==> src/design/esc_pkg.sv <==
// esc_pkg: widths, constants and reciprocal multipliers for the epoch seconds
// to calendar converter. No dependencies.
`timescale 1ns / 1ps
package esc_pkg;

  localparam int EPOCH_W  = 32;
  localparam int YEAR_W   = 12;
  localparam int MONTH_W  = 4;
  localparam int DAY_W    = 5;
  localparam int HOUR_W   = 5;
  localparam int MINUTE_W = 6;
  localparam int SECOND_W = 6;

  localparam int DAYS_W   = 16;   // whole days, up to 49710
  localparam int TOD_W    = 17;   // second of the day, below 86400
  localparam int CYC_W    = 6;    // four-year cycles, up to 34
  localparam int REM_W    = 11;   // day within a four-year period, below 1461
  localparam int YDAY_W   = 9;    // day of the year, 1 to 366
  localparam int SIH_W    = 12;   // second within the hour, below 3600

  localparam int EPOCH_YEAR     = 1970;
  localparam int SECS_PER_MIN   = 60;
  localparam int SECS_PER_HOUR  = 3600;
  localparam int SECS_PER_DAY   = 86400;
  localparam int DAYS_PER_CYCLE = 1461;

  // t / 86400 = (t >> 7) / 675; exact reciprocals, q = (x * M) >> K
  localparam int DAY_SHIFT = 7;
  localparam int DAY_DIV   = SECS_PER_DAY / (2 ** DAY_SHIFT);
  localparam int DAY_K     = 35;
  localparam longint DAY_M = ((64'd1 << DAY_K) + DAY_DIV - 1) / DAY_DIV;
  localparam int DAY_M_W   = 26;

  localparam int CYC_K     = 27;
  localparam longint CYC_M = ((64'd1 << CYC_K) + DAYS_PER_CYCLE - 1) / DAYS_PER_CYCLE;
  localparam int CYC_M_W   = 17;

  localparam int HOUR_K     = 29;
  localparam longint HOUR_M = ((64'd1 << HOUR_K) + SECS_PER_HOUR - 1) / SECS_PER_HOUR;
  localparam int HOUR_M_W   = 18;

  localparam int MIN_K     = 18;
  localparam longint MIN_M = ((64'd1 << MIN_K) + SECS_PER_MIN - 1) / SECS_PER_MIN;
  localparam int MIN_M_W   = 13;

  // last day of each month in a common year, running total of
  // {31, 28, 31, 30, 31, 30, 31, 31, 30, 31, 30, 31}
  localparam logic [YDAY_W-1:0] MONTH_END [0:11] = '{
    9'd31, 9'd59, 9'd90, 9'd120, 9'd151, 9'd181,
    9'd212, 9'd243, 9'd273, 9'd304, 9'd334, 9'd365
  };

endpackage

==> src/design/epoch_seconds_to_calendar_top.sv <==
// epoch_seconds_to_calendar_top: seconds since 1970-01-01 UTC to calendar
// date and time of day, seven-stage pipeline. Depends on esc_pkg.
//
//  channel  | ports                                    | handshake
//  ---------+------------------------------------------+---------------------------
//  request  | start, busy, epoch_seconds               | taken when start & !busy
//  result   | strobe, year, month, day_of_month,       | one cycle, no back-pressure
//           | hour, minute, second                     |
//
// One request per cycle; busy stays low. The pipeline depth is set by the
// chain of constant-reciprocal multiplies (days, cycles, hours, minutes)
// with a register after each. Synchronous reset empties the pipeline;
// requests in flight are dropped. The receiver cannot stall, so results
// leave in request order.
`timescale 1ns / 1ps
module epoch_seconds_to_calendar_top
  import esc_pkg::*;
(
  input  logic                clk,
  input  logic                rst,
  input  logic                start,
  output logic                busy,
  input  logic [EPOCH_W-1:0]  epoch_seconds,
  output logic                strobe,
  output logic [YEAR_W-1:0]   year,
  output logic [MONTH_W-1:0]  month,
  output logic [DAY_W-1:0]    day_of_month,
  output logic [HOUR_W-1:0]   hour,
  output logic [MINUTE_W-1:0] minute,
  output logic [SECOND_W-1:0] second
);

  localparam int LATENCY = 7;

  logic accept;
  logic v0, v1, v2, v3, v4, v5;

  logic [EPOCH_W-1:0]  t0;
  logic [TOD_W-1:0]    t1;
  logic [DAYS_W-1:0]   days1, days2;
  logic [TOD_W-1:0]    tod2, tod3;
  logic [CYC_W-1:0]    cyc2, cyc3;
  logic [REM_W-1:0]    rem3;
  logic [HOUR_W-1:0]   hour3, hour4, hour5;
  logic [YEAR_W-1:0]   year4, year5;
  logic                leap4;
  logic [YDAY_W-1:0]   yday4;
  logic [SIH_W-1:0]    sih4, sih5;
  logic [MONTH_W-1:0]  month5;
  logic [DAY_W-1:0]    day5;
  logic [MINUTE_W-1:0] minute5;

  // combinational values per stage
  logic [EPOCH_W-DAY_SHIFT+DAY_M_W-1:0] day_prod;
  logic [DAYS_W-1:0]                    days_next;
  logic [DAYS_W+CYC_M_W-1:0]            cyc_prod;
  logic [CYC_W-1:0]                     cyc_next;
  logic [TOD_W-1:0]                     tod_next;
  logic [REM_W-1:0]                     rem_next;
  logic [TOD_W+HOUR_M_W-1:0]            hour_prod;
  logic [HOUR_W-1:0]                    hour_next;
  logic [SIH_W-1:0]                     sih_next;
  logic [1:0]                           yr_in_cyc;
  logic [YDAY_W-1:0]                    yday_next;
  logic [YEAR_W-1:0]                    year_next;
  logic [SIH_W+MIN_M_W-1:0]             min_prod;
  logic [MINUTE_W-1:0]                  minute_next;
  logic [MONTH_W-1:0]                   month_next;
  logic [DAY_W-1:0]                     day_next;
  logic [SECOND_W-1:0]                  second_next;

  assign busy   = 1'b0;
  assign accept = start && !busy;

  // stage 1: whole days
  assign day_prod  = t0[EPOCH_W-1:DAY_SHIFT] * DAY_M_W'(DAY_M);
  assign days_next = DAYS_W'(day_prod >> DAY_K);

  // stage 2: second of day, four-year cycles
  assign tod_next = t1 - TOD_W'(days1 * TOD_W'(SECS_PER_DAY));
  assign cyc_prod = days1 * CYC_M_W'(CYC_M);
  assign cyc_next = CYC_W'(cyc_prod >> CYC_K);

  // stage 3: day within cycle, hour
  assign rem_next  = REM_W'(days2) - REM_W'(cyc2 * REM_W'(DAYS_PER_CYCLE));
  assign hour_prod = tod2 * HOUR_M_W'(HOUR_M);
  assign hour_next = HOUR_W'(hour_prod >> HOUR_K);

  // stage 4: second within hour, year and day of year
  assign sih_next = SIH_W'(tod3) - SIH_W'(hour3 * SIH_W'(SECS_PER_HOUR));

  always_comb begin
    if (rem3 < REM_W'(365)) begin
      yr_in_cyc = 2'd0;
      yday_next = YDAY_W'(rem3 + REM_W'(1));
    end else if (rem3 < REM_W'(730)) begin
      yr_in_cyc = 2'd1;
      yday_next = YDAY_W'(rem3 - REM_W'(364));
    end else if (rem3 < REM_W'(1096)) begin
      yr_in_cyc = 2'd2;
      yday_next = YDAY_W'(rem3 - REM_W'(729));
    end else begin
      yr_in_cyc = 2'd3;
      yday_next = YDAY_W'(rem3 - REM_W'(1095));
    end
  end

  assign year_next = YEAR_W'(EPOCH_YEAR) + YEAR_W'({cyc3, 2'b00}) + YEAR_W'(yr_in_cyc);

  // stage 5: minute, month and day
  assign min_prod    = sih4 * MIN_M_W'(MIN_M);
  assign minute_next = MINUTE_W'(min_prod >> MIN_K);

  always_comb begin
    logic [YDAY_W-1:0] mend;
    logic [YDAY_W-1:0] base;
    month_next = MONTH_W'(1);
    base       = '0;
    for (int i = 0; i < 11; i++) begin
      mend = MONTH_END[i] + ((i >= 1) ? YDAY_W'(leap4) : YDAY_W'(0));
      if (yday4 > mend) begin
        month_next = MONTH_W'(i + 2);
        base       = mend;
      end
    end
    day_next = DAY_W'(yday4 - base);
  end

  // stage 6: second
  assign second_next = SECOND_W'(sih5 - SIH_W'(minute5 * SIH_W'(SECS_PER_MIN)));

  always_ff @(posedge clk) begin
    if (rst) begin
      v0     <= 1'b0;
      v1     <= 1'b0;
      v2     <= 1'b0;
      v3     <= 1'b0;
      v4     <= 1'b0;
      v5     <= 1'b0;
      strobe <= 1'b0;
    end else begin
      v0     <= accept;
      v1     <= v0;
      v2     <= v1;
      v3     <= v2;
      v4     <= v3;
      v5     <= v4;
      strobe <= v5;
    end
  end

  always_ff @(posedge clk) begin
    t0 <= epoch_seconds;

    t1    <= t0[TOD_W-1:0];
    days1 <= days_next;

    days2 <= days1;
    tod2  <= tod_next;
    cyc2  <= cyc_next;

    cyc3  <= cyc2;
    rem3  <= rem_next;
    tod3  <= tod2;
    hour3 <= hour_next;

    year4 <= year_next;
    leap4 <= (yr_in_cyc == 2'd2);
    yday4 <= yday_next;
    hour4 <= hour3;
    sih4  <= sih_next;

    year5   <= year4;
    month5  <= month_next;
    day5    <= day_next;
    hour5   <= hour4;
    minute5 <= minute_next;
    sih5    <= sih4;

    year         <= year5;
    month        <= month5;
    day_of_month <= day5;
    hour         <= hour5;
    minute       <= minute5;
    second       <= second_next;
  end

  a_latency: assert property (@(posedge clk) disable iff (rst)
    accept |-> ##LATENCY strobe)
    else $error("request did not produce a result on time");

  a_no_spurious: assert property (@(posedge clk) disable iff (rst)
    strobe |-> $past(accept, LATENCY))
    else $error("result without a matching request");

  a_yday_range: assert property (@(posedge clk) disable iff (rst)
    v4 |-> (yday4 != '0) && (yday4 <= YDAY_W'(366)) && (leap4 || yday4 <= YDAY_W'(365)))
    else $error("day of year out of range");

  a_date_range: assert property (@(posedge clk) disable iff (rst)
    strobe |-> (month != '0) && (month <= MONTH_W'(12)) && (day_of_month != '0))
    else $error("month or day out of range");

  a_time_range: assert property (@(posedge clk) disable iff (rst)
    strobe |-> (hour <= HOUR_W'(23)) && (minute <= MINUTE_W'(59))
               && (second <= SECOND_W'(59)))
    else $error("time of day out of range");

endmodule
==> config.mk <==
export PLATFORM = sky130hd
export DESIGN_NAME = epoch_seconds_to_calendar_top
export DESIGN_NICKNAME = d
export VERILOG_FILES = /design/src/design/esc_pkg.sv /design/src/design/epoch_seconds_to_calendar_top.sv
export SDC_FILE = /design/constraint.sdc
export NUM_CORES = 2
export LEC_CHECK = 0
export ABC_AREA = 1
export BUFFER_PORTS_ARGS = -buffer_cell sky130_fd_sc_hd__buf_2
export CORE_AREA = 2 2 308 234
export DETAILED_ROUTE_END_ITERATION = 8
export DIE_AREA = 0 0 310 236
export SLEW_MARGIN = 10
export SYNTH_ARGS = -nofsm -noshare
export SYNTH_HDL_FRONTEND = slang
export SYNTH_SLANG_ARGS = --single-unit
==> constraint.sdc <==
create_clock -name clk -period 6.2 [get_ports clk]
set_clock_uncertainty 0.15 [all_clocks]
set_input_delay 0 -clock clk [delete_from_list [all_inputs] [get_ports clk]]
set_output_delay 0 -clock clk [all_outputs]
set_load 0.05 [all_outputs]
# Word level (Yosys, flattened, before mapping)
# Index checks and enable logic that the tools add are counted.
# word_totals
output_inout_bits	40
ff_bits	255
wordCells	107
# classes
n_eq_ne	1
n_mul	8
n_addsub	21
n_mux	27
reduce_logical	1
magnitude_cmp	14
# ops
operator	count
$gt A9 B9 Y1	7
$mux W5	11
$mul A25 B26 Y51 const B	1
$add A8 B1 Y9 const A	4
$mul A17 B18 Y34 const B	1
$mul A16 B15 Y31 const B	1
$add A9 B1 Y9 const A	3
$mux W9	3
$mul A12 B12 Y23 const B	1
$mux W4	5
$gt A9 B8 Y1	2
$sub A17 B17 Y17	1
$add A7 B1 Y8 const A	2
$mul A16 B10 Y10 const B	1
$add A11 B8 Y12 const A	1
$add A12 B2 Y12	1
$mux W3	4
$sub A12 B12 Y12	1
$lt A11 B10 Y1 const B	1
$lt A11 B11 Y1 const B	1
$lt A11 B9 Y1 const B	1
$mul A6 B11 Y11 const B	1
$sub A11 B11 Y11	1
$add A9 B1 Y9 const B	1
other kinds (14)	16

# Depth between registers and ports, before layout
# logic_depth
ltp_word	13
depth_mapped	25
depth_no_buf	25

# Least setup slack after synthesis
# Ideal clock, no wire load.
# synth_path
kind	flip-flop to flip-flop
startpoint	register t0[28]
endpoint	register days1[15]
arrival_time_ns	5.204
period_less_slack_ns	5.476
setup_time_ns	0.121
setup_slack_ns	0.724
stages_incl_launch_ff	21
path_cell_list	dfxtp_1 fa_1 ha_1 inv_1 fa_1 fa_1 inv_1 fa_1 inv_1 fa_1 inv_1 fa_1 ha_1 nand2_1 inv_1 a21oi_1 a21boi_0 o21ai_0 nand2_1 nand3_1 xor2_1
# synth_via
elab_chain_len	1
# synth_rtl
element	line	source
from (decl)	epoch_seconds_to_calendar_top.sv:38	logic [EPOCH_W-1:0] t0;
from (signal assigned)	epoch_seconds_to_calendar_top.sv:153	t0 <= epoch_seconds;
$mul A25 B26 Y51	epoch_seconds_to_calendar_top.sv:76	assign day_prod = t0[EPOCH_W-1:DAY_SHIFT] * DAY_M_W'(DAY_M);
named net day_prod[50]	epoch_seconds_to_calendar_top.sv:54	logic [EPOCH_W-DAY_SHIFT+DAY_M_W-1:0] day_prod;
to (signal assigned)	epoch_seconds_to_calendar_top.sv:156	days1 <= days_next;
to (decl)	epoch_seconds_to_calendar_top.sv:40	logic [DAYS_W-1:0] days1, days2;
# The timed path passes the listed nets, and every way through them passes these cells.
# A chain may end at the register's enable or synchronous reset.

# Worst setup path in the final report
# layout_path
startpoint	register t0[29]
endpoint	register days1[9]
# Same word-level chain as after synthesis.

==> results.json <==
{
  "grt_pass1_vias": 23400,
  "setup_viol": 0,
  "rsz0062_at_grt": "no",
  "gp_congestion": 0.930,
  "drc": 0,
  "met2_usage": 0.318,
  "grt_max_degree": 17,
  "clock_path_buffers": 3,
  "max_freq_mhz": 168,
  "grt_pass1_wl_mm": 124,
  "cp-start-kind": "flop",
  "antenna_cells": 0,
  "drive_gt1_frac": 0.0573,
  "required_ns": 6.53,
  "min_to": "t0[13]",
  "ys_types": 52,
  "syn_inst": 3509,
  "hold_path.class": "input port to flop",
  "hold-path-cell-count": 2,
  "period_minus_slack_ns": 5.97,
  "finalSetupTns_ns": 0,
  "r2r_slack_ns": 0.23,
  "hpwlAfterDp_mm": 64.8,
  "r2r-end": "days1[9]",
  "synth_edf_count": 0,
  "firstDrtPassIters": 5,
  "hold_violations": 0,
  "dp.cells": 4567,
  "wire_per_inst_um": 15.9,
  "fill_cells": 6781,
  "tightest_slew_ns": 0.682,
  "die_area_um2": 73200,
  "first_iter_violations": 1347,
  "cp-end-kind": "flop",
  "die-height_um": 236,
  "insertion_delay_ns": 0.61,
  "maxSlewViolCount": 0,
  "path_class": "flop to flop",
  "worst_slack_ns": 0.231,
  "cts-htree-levels": 1,
  "final_nets": 4829,
  "initial_utilization": 0.443,
  "utilization": 0.492,
  "min_from": "epoch_seconds[13]",
  "grt_util_met3": 0.0467,
  "grtUsageTotal": 0.214,
  "stdcell_count": 4689,
  "arrival_ns": 6.30,
  "yosysTopAreaCell": "ha_1",
  "top_usage_layer": "met1",
  "routed_wirelength_mm": 74.6,
  "vias": 22600,
  "yosysWarnings": 0,
  "post-route-period-util": 0.963,
  "synthArstFlopShare": 0,
  "rows": 85,
  "worst-r2r-cell-count": 21,
  "syn_to_final_growth_pct": 11.1,
  "syn_avg_cell_area_um2": 8.92,
  "place_ws_ns": 0.175,
  "coreArea_um2": 70600,
  "synth.most_common_cell": "inv_1",
  "grt_overflow": 0,
  "die_w_um": 310,
  "antenna_left": 0,
  "syn_nets": 4628,
  "synth_seq_area_share": 0.163,
  "synth_seq_cells": 255,
  "met1_usage": 0.323,
  "synth_top_cells_by_area": "ha_1 (28%), fa_1 (24%), dfxtp_1 (16%)",
  "r2r_start": "t0[29]",
  "synth_ff_type": "dfxtp_1",
  "syn_area_um2": 31300,
  "vias_per_cell": 4.83,
  "synth_top_area_share": 0.282,
  "cts_tree": "yes",
  "io_buffers": 73,
  "status": "finished clean",
  "max_slew_margin": 0.545,
  "multi_input_area_um2": 22700,
  "cts_sinks": 255,
  "critPathMaxFanout": 8,
  "clk_pin_slew_ns": 0.07,
  "ff_latch_area_um2": 5120,
  "antenna_found_initial": 2,
  "drv_cap": 0,
  "root_buffer": "clkbuf_16",
  "cts_buffers": 30,
  "ios": 75,
  "synth_common_cells": "inv_1 (896), ha_1 (705), nand2_1 (432)"
}
critical path, stage by stage (launching register included):
cell     delay (ns)
dfxtp_4        0.39
fa_1           0.55
inv_1          0.05
fa_1           0.49
inv_1          0.05
fa_1           0.53
inv_1          0.07
fa_1           0.53
inv_1          0.05
fa_1           0.53
inv_1          0.05
fa_1           0.52
inv_1          0.04
ha_1           0.29
ha_1           0.35
inv_1          0.10
o21ai_0        0.14
a21oi_1        0.27
o21ai_1        0.14
a21oi_1        0.26
nand3_1        0.13
xor2_1         0.15
flip-flops by register name (all words and copies together), names as in the netlist, 9 cells and up:
signal,cells
year4,12
t0,32
rem3,11
year,12
t1,17
year5,12
sih4,12
days2,11
days1,16
tod3,12
tod2,17
yday4,9
cell type report:
type / count / area share
multi-input cells: 2342 / 0.654
flip-flops and latches: 255 / 0.147
inverters: 906 / 0.0978
repair buffers: 175 / 0.0374
well taps: 957 / 0.0344
clock buffers: 38 / 0.0239
clock inverters: 16 / 0.00511
kinds of logic (layout without fill, tap and decap cells):
group                      Yosys count  in the layout  share of synthesized area
buffers and inverters              912           1135                      0.110
other                                1              1                   0.000120
DFF                                255            255                      0.163
adders and majority gates         1084           1084                      0.524
xor gates and xnor gates           104            104                     0.0291
and+or+nand+nor                    782            782                      0.107
AOI/OAI and AO/OA                  371            371                     0.0663
what timing repair did:
action | in CTS | in global routing
hold endpoints to repair | 39 | 0
hold buffers | 68 | 0
buffers inserted | 0 | 0
endpoints found under the setup margin | 0 | 8
resized for setup | 0 | 10
metal layers:
| metal | routed length (µm) | vias to the layer above |
|---|---|---|
| met1 | 38000 | 10600 |
| met2 | 30200 | 531 |
| met3 | 5330 | 62 |
| li1 | - | 11400 |
| met5 | 0 | - |
| met4 | 1070 | 0 |
metrics by stage:
| step | instance area, µm² | hold WS [ns] |
|---|---|---|
| 3_5_place_dp | 33100 | -0.0464 |
| 6_report | 34800 | 0.0199 |
| 2_1_floorplan | 31300 | -0.122 |
| 3_3_place_gp | 33100 | -0.0482 |
| 5_1_grt | 34800 | 0.0149 |
| 4_1_cts | 34800 | 0.00156 |
worst max-delay path by stage:
stage / end / startpoint
after floorplan: days1[15] / t0[28]
after global placement: days1[9] / t0[24]
after detailed placement: days1[13] / t0[29]
after CTS: days1[9] / t0[29]
after global routing: days1[15] / t0[29]
final: days1[9] / t0[29]
layout by cell type, fill, tap and decap left out, types with 3 or more instances in the layout:
cell type        n
nand2_2          7
o21ai_2          3
xor2_1          75
buf_4           34
o21ai_0         95
a21boi_0         5
nor2_1         160
a31oi_1          8
dfxtp_1        248
inv_6            4
fa_1           379
a21oi_1        189
o21ai_1         15
xnor2_1         29
nor4_1          11
dlygate4sd3_1   68
ha_1           705
clkbuf_1         3
nand4_1         32
o21a_1           9
clkbuf_8         5
or2_1            3
dfxtp_2          6
o21bai_1        13
buf_2           73
nand3_1         85
inv_2           10
clkinv_4         4
nor2_2           8
inv_1          896
nor3_2           9
nand2_1        432
a21o_1           9
nor3_1          26
clkbuf_16       30
o211ai_1         9
Power is not shown: default switching activity piles up to over one toggle a cycle in this logic, so the estimate is an artifact.
